**config.mk**
```make
export PLATFORM = sky130hd
export DESIGN_NAME = lru_key_value_cache
export DESIGN_NICKNAME = d
export VERILOG_FILES = /design/src/rtl/lkv_pkg.sv /design/src/rtl/lkv_ram.sv /design/src/rtl/lkv_scan.sv /design/src/rtl/lru_key_value_cache.sv
export SDC_FILE = /design/constraint.sdc
export NUM_CORES = 1
export LEC_CHECK = 0
export BUFFER_PORTS_ARGS = -buffer_cell sky130_fd_sc_hd__buf_2
export CAP_MARGIN = 20
export CORE_MARGIN = 8
export CORE_UTILIZATION = 55
export CTS_CLUSTER_SIZE = 40
export DETAILED_ROUTE_END_ITERATION = 6
export PLACE_DENSITY = 0.75
export SLEW_MARGIN = 40
export SYNTH_ARGS = -nofsm -noshare
export SYNTH_HDL_FRONTEND = slang
export SYNTH_SLANG_ARGS = --single-unit
```
**constraint.sdc**
```tcl
create_clock -name clk -period 6.4 [get_ports clk]
set_input_delay 1.28 -clock clk [delete_from_list [all_inputs] [get_ports clk]]
set_output_delay 1.28 -clock clk [all_outputs]
set_load 0.005 [all_outputs]
```
**src/rtl/lkv_pkg.sv**
```systemverilog
package lkv_pkg;

    localparam int CAPACITY  = 8;
    localparam int KEY_BYTES = 8;

    localparam int KEY_W = 64;
    localparam int VAL_W = 32;
    localparam int IDX_W = (CAPACITY > 1) ? $clog2(CAPACITY) : 1;
    localparam int CNT_W = $clog2(CAPACITY + 1);

    localparam logic [CNT_W-1:0] CAP_CNT  = CNT_W'(CAPACITY);
    localparam logic [IDX_W-1:0] LAST_IDX = IDX_W'(CAPACITY - 1);

    // Only the low KEY_BYTES bytes of a key take part in matching and storing.
    localparam logic [KEY_W-1:0] KEY_MASK = (KEY_BYTES >= 8) ? {KEY_W{1'b1}} :
        ((64'd1 << (KEY_BYTES * 8)) - 64'd1);

    localparam logic OP_SET = 1'b0;
    localparam logic OP_GET = 1'b1;

    localparam logic [1:0] ST_OK     = 2'd0;
    localparam logic [1:0] ST_EXISTS = 2'd1;
    localparam logic [1:0] ST_MISS   = 2'd2;

    typedef logic [IDX_W-1:0] idx_t;
    typedef logic [IDX_W-1:0] rank_t;

    typedef struct packed {
        logic              hit;
        idx_t              hit_idx;
        logic [VAL_W-1:0]  hit_val;
        rank_t             hit_rank;
        logic              lru_found;
        idx_t              lru_idx;
        logic              free_found;
        idx_t              free_idx;
    } scan_res_t;

endpackage

```
**src/rtl/lkv_ram.sv**
```systemverilog
module lkv_ram #(
    parameter int WIDTH = 32,
    parameter int DEPTH = 8,
    localparam int AW = (DEPTH > 1) ? $clog2(DEPTH) : 1
) (
    input  logic             clk,
    input  logic             we,
    input  logic [AW-1:0]    waddr,
    input  logic [WIDTH-1:0] wdata,
    input  logic [AW-1:0]    raddr,
    output logic [WIDTH-1:0] rdata
);

    logic [WIDTH-1:0] mem [DEPTH];

    always_ff @(posedge clk)
    begin
        if (we)
        begin
            mem[waddr] <= wdata;
        end
        rdata <= mem[raddr];
    end

endmodule

```
**src/rtl/lkv_scan.sv**
```systemverilog
module lkv_scan (
    input  logic                                   clk,
    input  logic                                   rst_n,
    input  logic                                   clr,
    input  logic                                   en,
    input  logic [lkv_pkg::KEY_W-1:0]              key_q,
    input  logic [lkv_pkg::KEY_W-1:0]              key_rdata,
    input  logic [lkv_pkg::VAL_W-1:0]              val_rdata,
    input  logic [lkv_pkg::CAPACITY-1:0]           valid,
    input  lkv_pkg::rank_t [lkv_pkg::CAPACITY-1:0] rank,
    output lkv_pkg::idx_t                          raddr,
    output logic                                   last,
    output lkv_pkg::scan_res_t                     res
);
    import lkv_pkg::*;

    logic [CNT_W-1:0] cnt_reg, cnt_next;
    logic             chk_vld_reg, chk_vld_next;
    idx_t             chk_idx_reg, chk_idx_next;
    scan_res_t        res_reg, res_next;
    rank_t            lru_rank_reg, lru_rank_next;

    logic  cell_valid;
    rank_t cell_rank;
    logic  match;

    assign raddr      = cnt_reg[IDX_W-1:0];
    assign cell_valid = valid[chk_idx_reg];
    assign cell_rank  = rank[chk_idx_reg];
    // The one key comparator, applied to a single cell per cycle.
    assign match      = cell_valid && (key_rdata == key_q);
    assign last       = chk_vld_reg && (chk_idx_reg == LAST_IDX);
    assign res        = res_reg;

    always_comb
    begin
        cnt_next      = cnt_reg;
        chk_vld_next  = chk_vld_reg;
        chk_idx_next  = chk_idx_reg;
        res_next      = res_reg;
        lru_rank_next = lru_rank_reg;
        if (clr)
        begin
            cnt_next            = '0;
            chk_vld_next        = 1'b0;
            res_next.hit        = 1'b0;
            res_next.lru_found  = 1'b0;
            res_next.free_found = 1'b0;
        end
        else if (en)
        begin
            chk_vld_next = (cnt_reg != CAP_CNT);
            chk_idx_next = cnt_reg[IDX_W-1:0];
            if (cnt_reg != CAP_CNT)
            begin
                cnt_next = cnt_reg + CNT_W'(1);
            end
            if (chk_vld_reg)
            begin
                if (match && !res_reg.hit)
                begin
                    res_next.hit      = 1'b1;
                    res_next.hit_idx  = chk_idx_reg;
                    res_next.hit_val  = val_rdata;
                    res_next.hit_rank = cell_rank;
                end
                // Ties go to the higher cell, as the cells are scanned upward by index.
                if (cell_valid && (!res_reg.lru_found || cell_rank >= lru_rank_reg))
                begin
                    res_next.lru_found = 1'b1;
                    res_next.lru_idx   = chk_idx_reg;
                    lru_rank_next      = cell_rank;
                end
                if (!cell_valid && !res_reg.free_found)
                begin
                    res_next.free_found = 1'b1;
                    res_next.free_idx   = chk_idx_reg;
                end
            end
        end
    end

    always_ff @(posedge clk or negedge rst_n)
    begin
        if (!rst_n)
        begin
            cnt_reg      <= '0;
            chk_vld_reg  <= 1'b0;
            chk_idx_reg  <= '0;
            res_reg      <= '0;
            lru_rank_reg <= '0;
        end
        else
        begin
            cnt_reg      <= cnt_next;
            chk_vld_reg  <= chk_vld_next;
            chk_idx_reg  <= chk_idx_next;
            res_reg      <= res_next;
            lru_rank_reg <= lru_rank_next;
        end
    end

    property p_scan_stops;
        @(posedge clk) disable iff (!rst_n)
        (en && !clr && cnt_reg == CAP_CNT) |=> (cnt_reg == CAP_CNT);
    endproperty
    a_scan_stops: assert property (p_scan_stops)
        else $error("scan counter ran past the last cell");

    property p_hit_holds;
        @(posedge clk) disable iff (!rst_n)
        (res_reg.hit && !clr) |=> (res_reg.hit && $stable(res_reg.hit_idx));
    endproperty
    a_hit_holds: assert property (p_hit_holds)
        else $error("first key match was overwritten during a scan");

    property p_clr_restarts;
        @(posedge clk) disable iff (!rst_n)
        clr |=> (cnt_reg == '0 && !chk_vld_reg && !res_reg.hit);
    endproperty
    a_clr_restarts: assert property (p_clr_restarts)
        else $error("scan did not restart on a new item");

endmodule

```
**src/rtl/lru_key_value_cache.sv**
```systemverilog
// Channel   Signals                            Direction  Transfer when
// command   start, op, key, value / busy       in / out   start && !busy
// result    done, read_value, status, evicted  out        done (one cycle)
//
// After the accepting edge, one shared key comparator visits the cells one per
// cycle through the registered read port of the key/value RAMs; the update
// state S_ACT then applies the update, and the result is registered.
// busy stays high from the accepting edge until the result cycle, so a new
// command is not taken before the result of the last one shows.
// The result shows for one cycle on done; the next command may be taken at the
// edge that ends it.
// Reset clears the valid bits, ranks and occupancy at once: no clearing pass.
// The receiver cannot stall the result.
module lru_key_value_cache (
    input  logic                          clk,
    input  logic                          rst_n,
    input  logic                          start,
    output logic                          busy,
    input  logic                          op,
    input  logic [lkv_pkg::KEY_W-1:0]     key,
    input  logic signed [lkv_pkg::VAL_W-1:0] value,
    output logic                          done,
    output logic signed [lkv_pkg::VAL_W-1:0] read_value,
    output logic [1:0]                    status,
    output logic                          evicted
);
    import lkv_pkg::*;

    typedef enum logic [2:0] {
        S_IDLE = 3'b001,
        S_SCAN = 3'b010,
        S_ACT  = 3'b100
    } state_t;

    state_t state_reg, state_next;

    logic                  op_reg;
    logic [KEY_W-1:0]      key_reg;
    logic [VAL_W-1:0]      value_reg;

    logic [CAPACITY-1:0]   valid_reg, valid_next;
    rank_t [CAPACITY-1:0]  rank_reg, rank_next;
    logic [CNT_W-1:0]      occ_reg, occ_next;

    logic                  done_reg, done_next;
    logic [VAL_W-1:0]      rdval_reg, rdval_next;
    logic [1:0]            status_reg, status_next;
    logic                  evict_reg, evict_next;

    logic                  accept;
    logic                  scan_last;
    idx_t                  raddr;
    scan_res_t             res;
    logic [KEY_W-1:0]      key_rdata;
    logic [VAL_W-1:0]      val_rdata;

    logic                  we;
    idx_t                  slot_idx;
    logic                  full;
    logic                  do_evict;
    logic                  do_insert;

    assign accept     = start && (state_reg == S_IDLE);
    assign busy       = (state_reg != S_IDLE);
    assign done       = done_reg;
    assign read_value = rdval_reg;
    assign status     = status_reg;
    assign evicted    = evict_reg;

    lkv_ram #(.WIDTH(KEY_W), .DEPTH(CAPACITY)) u_key_ram (
        .clk   (clk),
        .we    (we),
        .waddr (slot_idx),
        .wdata (key_reg),
        .raddr (raddr),
        .rdata (key_rdata)
    );

    lkv_ram #(.WIDTH(VAL_W), .DEPTH(CAPACITY)) u_val_ram (
        .clk   (clk),
        .we    (we),
        .waddr (slot_idx),
        .wdata (value_reg),
        .raddr (raddr),
        .rdata (val_rdata)
    );

    lkv_scan u_scan (
        .clk       (clk),
        .rst_n     (rst_n),
        .clr       (accept),
        .en        (state_reg == S_SCAN),
        .key_q     (key_reg),
        .key_rdata (key_rdata),
        .val_rdata (val_rdata),
        .valid     (valid_reg),
        .rank      (rank_reg),
        .raddr     (raddr),
        .last      (scan_last),
        .res       (res)
    );

    assign full      = (occ_reg == CAP_CNT);
    assign do_evict  = full && res.lru_found;
    assign do_insert = do_evict || res.free_found;
    assign slot_idx  = do_evict ? res.lru_idx : res.free_idx;
    assign we        = (state_reg == S_ACT) && (op_reg == OP_SET) && !res.hit && do_insert;

    always_comb
    begin
        state_next = state_reg;
        unique case (state_reg)
            S_IDLE:
            begin
                if (start)
                begin
                    state_next = S_SCAN;
                end
            end
            S_SCAN:
            begin
                if (scan_last)
                begin
                    state_next = S_ACT;
                end
            end
            S_ACT:
            begin
                state_next = S_IDLE;
            end
            default:
            begin
                state_next = S_IDLE;
            end
        endcase
    end

    always_comb
    begin
        valid_next  = valid_reg;
        rank_next   = rank_reg;
        occ_next    = occ_reg;
        done_next   = 1'b0;
        rdval_next  = rdval_reg;
        status_next = status_reg;
        evict_next  = evict_reg;
        if (state_reg == S_ACT)
        begin
            done_next   = 1'b1;
            rdval_next  = '0;
            status_next = ST_OK;
            evict_next  = 1'b0;
            if (op_reg == OP_GET)
            begin
                if (!res.hit)
                begin
                    status_next = ST_MISS;
                end
                else
                begin
                    rdval_next = res.hit_val;
                    // Entries more recent than the hit age by one.
                    for (int i = 0; i < CAPACITY; i++)
                    begin
                        if (valid_reg[i] && rank_reg[i] < res.hit_rank)
                        begin
                            rank_next[i] = rank_reg[i] + rank_t'(1);
                        end
                    end
                    rank_next[res.hit_idx] = '0;
                end
            end
            else if (res.hit)
            begin
                status_next = ST_EXISTS;
            end
            else if (do_insert)
            begin
                evict_next = do_evict;
                for (int i = 0; i < CAPACITY; i++)
                begin
                    if (valid_reg[i])
                    begin
                        rank_next[i] = rank_reg[i] + rank_t'(1);
                    end
                end
                rank_next[slot_idx]  = '0;
                valid_next[slot_idx] = 1'b1;
                if (!do_evict)
                begin
                    occ_next = occ_reg + CNT_W'(1);
                end
            end
        end
    end

    always_ff @(posedge clk or negedge rst_n)
    begin
        if (!rst_n)
        begin
            state_reg <= S_IDLE;
            valid_reg <= '0;
            rank_reg  <= '0;
            occ_reg   <= '0;
            done_reg  <= 1'b0;
        end
        else
        begin
            state_reg <= state_next;
            valid_reg <= valid_next;
            rank_reg  <= rank_next;
            occ_reg   <= occ_next;
            done_reg  <= done_next;
        end
    end

    always_ff @(posedge clk)
    begin
        if (accept)
        begin
            op_reg    <= op;
            key_reg   <= key & KEY_MASK;
            value_reg <= value;
        end
        rdval_reg  <= rdval_next;
        status_reg <= status_next;
        evict_reg  <= evict_next;
    end

    property p_occ_matches_valid;
        @(posedge clk) disable iff (!rst_n)
        $countones(valid_reg) == int'(occ_reg);
    endproperty
    a_occ_matches_valid: assert property (p_occ_matches_valid)
        else $error("occupancy disagrees with the valid bits");

    property p_done_after_act;
        @(posedge clk) disable iff (!rst_n)
        done |-> $past(state_reg == S_ACT);
    endproperty
    a_done_after_act: assert property (p_done_after_act)
        else $error("result strobe without an update cycle");

    property p_evict_only_when_full;
        @(posedge clk) disable iff (!rst_n)
        (done && evicted) |-> (status == ST_OK && occ_reg == CAP_CNT);
    endproperty
    a_evict_only_when_full: assert property (p_evict_only_when_full)
        else $error("eviction reported while the store had room");

    property p_accept_goes_busy;
        @(posedge clk) disable iff (!rst_n)
        (start && !busy) |=> busy;
    endproperty
    a_accept_goes_busy: assert property (p_accept_goes_busy)
        else $error("a transfer did not start a scan");

endmodule
```
Yosys cells after proc, flatten, opt, wreduce, memory -nomap -nowiden

Memory sizes are Yosys's and may differ from the RTL's. A register that Yosys moved wholly into a read port is not among the register bits.
Index checks and enable logic that the tools add are counted.

Bits in registers: 230
RAM bits: 768
Input port bits: 100
Output and inout port bits: 37
Word-level logic and storage cells: 234
Memories kept: 2

Memories:

| name          | words | bits a word | read ports | clocked after memory_dff | wr ports | line          | RTL |
|---|---|---|---|---|---|---|---|
| u_key_ram.mem | 8     | 64          | 1          | 1                        | 1        | lkv_ram.sv:14 | `logic [WIDTH-1:0] mem [DEPTH];` |
| u_val_ram.mem | 8     | 32          | 1          | 1                        | 1        | lkv_ram.sv:14 |  |

$add $sub $neg: 10
Order comparisons: 14
Eq/ne operators: 12
Muxes and demuxes: 109
Bitwise operators: 10
Reduce and logical (&&, ||, !) cells: 47

Operators with widths:

| operator              | count |
|---|---|
| $mux W3               | 78 |
| $mux W24              | 4 |
| $mux W47              | 2 |
| $eq A64 B64 Y1        | 1 |
| $and A24 B24 Y24      | 2 |
| $not A24 Y24          | 2 |
| $mux W39              | 1 |
| $add A3 B1 Y3 const B | 8 |
| $lt A3 B3 Y1          | 8 |
| $logic_and A1 B1 Y1   | 20 |
| $mux W4               | 5 |
| $reduce_and A4 Y1     | 5 |
| $demux W3 S3          | 2 |
| $reduce_bool A2 Y1    | 7 |
| $lt A3 B4 Y1 const B  | 3 |
| $mux W1               | 11 |
| $bmux W3 S3           | 1 |
| $reduce_and A3 Y1     | 3 |
| $add A4 B1 Y4 const B | 2 |
| $or A8 B8 Y8          | 1 |
| $reduce_and A2 Y1     | 4 |
| $eq A3 B3 Y1 const B  | 2 |
| $ge A3 B1 Y1 const B  | 2 |
| $ne A2 B2 Y1 const B  | 3 |
| other kinds (16)      | 25 |

Depth between registers and ports, before layout

Depth in word-level cells: 12
Depth in mapped cells: 13
Gate-level depth less buffers: 11

Cells and area by module

Synthesis repeated with hierarchy kept, for this count alone.

Cells, all modules: 2,040
Area, all modules: 41,607.4 um2

Modules (own cells, without submodules):

| module               | times used | cells an instance | area an instance (um2) | seq. area each (um2) |
|---|---|---|---|---|
| lkv_ram at u_key_ram | 1          | 816               | 20,547.2               | 16,656.0 |
| lkv_ram at u_val_ram | 1          | 415               | 10,466.3               | 8,328.0 |
| lru_key_value_cache  | 1          | 527               | 7,209.4                | 4,966.0 |
| lkv_scan             | 1          | 282               | 3,384.5                | 1,451.4 |

Least setup slack after synthesis

Ideal clock, no wire load.

Path type: register to register
Start: register occ_reg[0]
End: memory u_key_ram.mem[4][0] (netlist bit), enable pin
Library setup time: 0.552 ns
Arrival: 5.635 ns
Data required time: 5.848 ns
Slack: 0.213 ns
Cell stages (with the launch flop): 7
Path buffers: 0
Period minus slack after synthesis: 6.187 ns
Cells stage by stage: dfrtp_1 inv_1 ha_1 nand4b_4 a2111oi_2 nand2_1 nor2_1

Word-level cells in the longest chain between the ends: 6
Elaborated cells on any way between the ends: 7
Classes of those cells: eq/ne (1); mux (3); reduce/logical (3)

Ends and longest elaborated chain:

| item                          | line                       | RTL |
|---|---|---|
| from (decl)                   | lru_key_value_cache.sv:43  | `logic [CNT_W-1:0] occ_reg, occ_next;` |
| from (signal assigned)        | lru_key_value_cache.sv:212 | `occ_reg <= occ_next;` |
| $eq A4 B4 Y1 (*)              | lru_key_value_cache.sv:103 | `assign full = (occ_reg == CAP_CNT);` |
| $logic_and A1 B1 Y1 (*)       | lru_key_value_cache.sv:104 | `assign do_evict = full && res.lru_found;` |
| $logic_or A1 B1 Y1            | lru_key_value_cache.sv:105 | `assign do_insert = do_evict \|\| res.free_found;` |
| $logic_and A1 B1 Y1           | lru_key_value_cache.sv:107 | `assign we = (state_reg == S_ACT) && (op_reg == OP_SET) && !res.hit && do_insert;` |
| $mux W1                       | lkv_ram.sv:18              | `if (we)` |
| $mux W1 (implied by the code) | lkv_ram.sv:20              | `mem[waddr] <= wdata;` |
| to (decl)                     | lkv_ram.sv:14              |  |

Mark *: on every way between the ends. The rest lies on a longest branch, timed or not.

Final worst setup path

Start: register occ_reg[0]
End: memory u_key_ram.mem[5][51] (netlist bit), enable pin

Same word-level chain as after synthesis.

==> results.json <==
{
  "die_area_mm2": 0.0839,
  "hold_viol": 0,
  "drc": 0,
  "async_flop_share": 0.0896,
  "first_global_vias": 20900,
  "dr.pass1.iters": 5,
  "vias_per_cell": 5.98,
  "endpoint_kind": "flip-flop",
  "arrival_ns": 3.91,
  "grt_max_degree": 108,
  "grt_pass1_wl_mm": 127,
  "wl_met1_mm": 33.5,
  "antennaDiodeCount": 0,
  "cts.sinks": 1094,
  "cpPeakStageDelay_ns": 0.71,
  "synth_edf_count": 900,
  "cpLargestDelayFamily": "simple AND/OR/NAND/NOR gates",
  "critPathMaxFanout": 86,
  "area_growth_pct": 13.3,
  "die_w_um": 290,
  "min_from": "u_val_ram.rdata[0]",
  "period_needed_ns": 3.63,
  "post_dp_cell_area_mm2": 0.0432,
  "cts_setup_buffers": 0,
  "cts_buffers": 105,
  "coreArea_mm2": 0.0743,
  "fin_crit_sh": 0.567,
  "dp_hpwl_mm": 46.0,
  "clk_pin_slew_ns": 0.06,
  "dieHeight_um": 290,
  "syn_avg_cell_area_um2": 20.3,
  "yosys_most_used_dff": "edfxtp_1",
  "status": "complete, no violations",
  "cts_tree": "yes",
  "ys_ff_latch": 1094,
  "critPathLaunchType": "flip-flop",
  "synthTopCellsByCount": "900 x edfxtp_1, 198 x mux4_2, 141 x mux2_2, 97 x dfrtp_1, 96 x dfxtp_1",
  "largest_register": "u_key_ram.mem",
  "leakage_nw": 15.5,
  "io_buffers": 136,
  "gp_congestion": 0.796,
  "reg_top3": "u_key_ram.mem x512, u_val_ram.mem x256",
  "multi_input_area_mm2": 0.00932,
  "yosysSeqAreaShare": 0.763,
  "regToRegStartpoint": "occ_reg[0]",
  "initial_utilization": 0.554,
  "grt_usage": 0.199,
  "met2WireLength_mm": 42.2,
  "drt-wirelength-per-cell_um": 25.1,
  "largest_reg_flops": 512,
  "cp_cell_sequence": "inv_1 -> ha_1 -> nand4b_4 -> a2111oi_2 -> nand2_1 -> nor2_4 -> buf_12",
  "syn_nets": 2159,
  "rrSetupSlack_ns": 2.77,
  "powerDensity_mw_per_mm2": 372,
  "fin_nets": 2348,
  "routed_wl_mm": 82.1,
  "slowest_stage": "a2111oi_2",
  "seqCellArea_mm2": 0.0314,
  "fmax_mhz": 276,
  "drive_gt1_frac": 0.295,
  "slew_violations": 0,
  "grt_overflow": 0,
  "startpoint": "occ_reg[0]",
  "synth_top_area_share": 0.656,
  "synthesis.area_mm2": 0.0412,
  "drtIter0Drc": 1501,
  "ir_worst_vdd_v": 0.000276,
  "synth_top_area_cell": "edfxtp_1",
  "path_buf_inv": 2,
  "yosysMostFrequentCell": "edfxtp_1",
  "highest_layer": "met4",
  "required_ns": 6.69,
  "grt_setup_unrepaired": "false",
  "tns_ns": 0,
  "num-fill-cells": 5034,
  "power_mw": 17.3,
  "final_area_mm2": 0.0466,
  "wl_met3_mm": 4.52,
  "synth_cell_types": 57,
  "cts_hold_buf": 0,
  "crit_type": "reg2reg",
  "boundaryPins": 137,
  "ys_warn_count": 0,
  "cts-root-buf": "clkbuf_16",
  "num_vias": 19600,
  "worstMarginPinSlew_ns": 0.838,
  "antenna_found_initial": 0,
  "rows": 100,
  "drv_cap": 0,
  "fin_worst_skew_ns": 0.0221,
  "clkLatencyLatePin_ns": 0.66,
  "slew_headroom": 0.442,
  "ant_nets": 0,
  "cts_resized": 0,
  "synth_cells": 2027,
  "clk_path_buf_depth": 3,
  "ys_top_cells_by_area": "edfxtp_1 66%, mux4_2 11%, dfrtp_1 5.9%",
  "h-tree-depth": 3,
  "hold_class": "reg2reg",
  "setup_viol": 0
}
## through the flow
stage	cells	hold slack, ns	setup WS (ns)	util
floorplan	2027	0.440	0.213	-
global placement	3073	0.442	2.86	0.580
detailed placement	3077	0.448	2.79	0.581
CTS	3273	0.460	2.78	0.627
global route	3274	0.465	2.49	0.627
finish	3274	0.455	2.77	0.627
## placed cells by master, fill, tap and decap left out, drive strengths merged, types with 3 or more instances in the layout
master	n
nand3b	3
o2111ai	5
mux2i	10
ha	32
o31ai	5
buf	161
nor3	10
dfxtp	96
dfrtp	97
and2	41
a211o	3
xnor2	29
nand3	10
a21o	15
nor4	8
clkinv	23
clkbuf	164
o311ai	7
nor2	38
nor2b	28
a22o	6
a211oi	3
o21ai	43
nand2	53
a32oi	3
bufinv	6
edfxtp	900
a2111oi	9
nand2b	15
nand4	12
a21oi	20
inv	50
xor2	23
mux4	198
mux2	150
o22ai	6
## cell families (layout without fill, tap and decap cells)
kind of cell    after synthesis  in the layout  synth area share
flops                      1094           1094             0.763
mux                         358            358             0.153
simple gates                223            223            0.0284
compound gates              140            140            0.0229
buf+inv                     128            406            0.0126
xor+xnor                     52             52            0.0111
fa+ha+maj                    32             32           0.00973
## metal layers
layer,GRT usage,vias to the layer above
met5,0,-
met4,0.0540,0
met3,0.0332,141
met2,0.345,638
met1,0.263,10300
li1,-,8470
## layout make-up
cell class              count  share of cell area
clock inverters            32             0.00700
well taps                 969              0.0260
flip-flops and latches   1094               0.674
multi-input cells         805               0.200
repair buffers            161              0.0232
inverters                  49             0.00394
clock buffers             164              0.0663
## path summary, 6_finish.rpt
check | end | depth (start not counted)
max | u_key_ram.mem[5][51] | 7
max reg2reg | u_key_ram.mem[5][51] | 7
min | u_scan.res[11] | 1
min in group asynchronous | done | 1
max in group asynchronous | u_scan.cnt_reg[0] | 3
min reg2reg | u_scan.res[11] | 1
## report_power, final
part / switching, mW / leakage (nW) / internal [mW]
combinational: 1.09 / 3.60 / 1.18
clock: 2.51 / 1.68 / 3.55
sequential: 0.567 / 10.2 / 8.42
total: 4.16 / 15.5 / 13.2
Note: power is estimated with default switching activity, not from simulation.
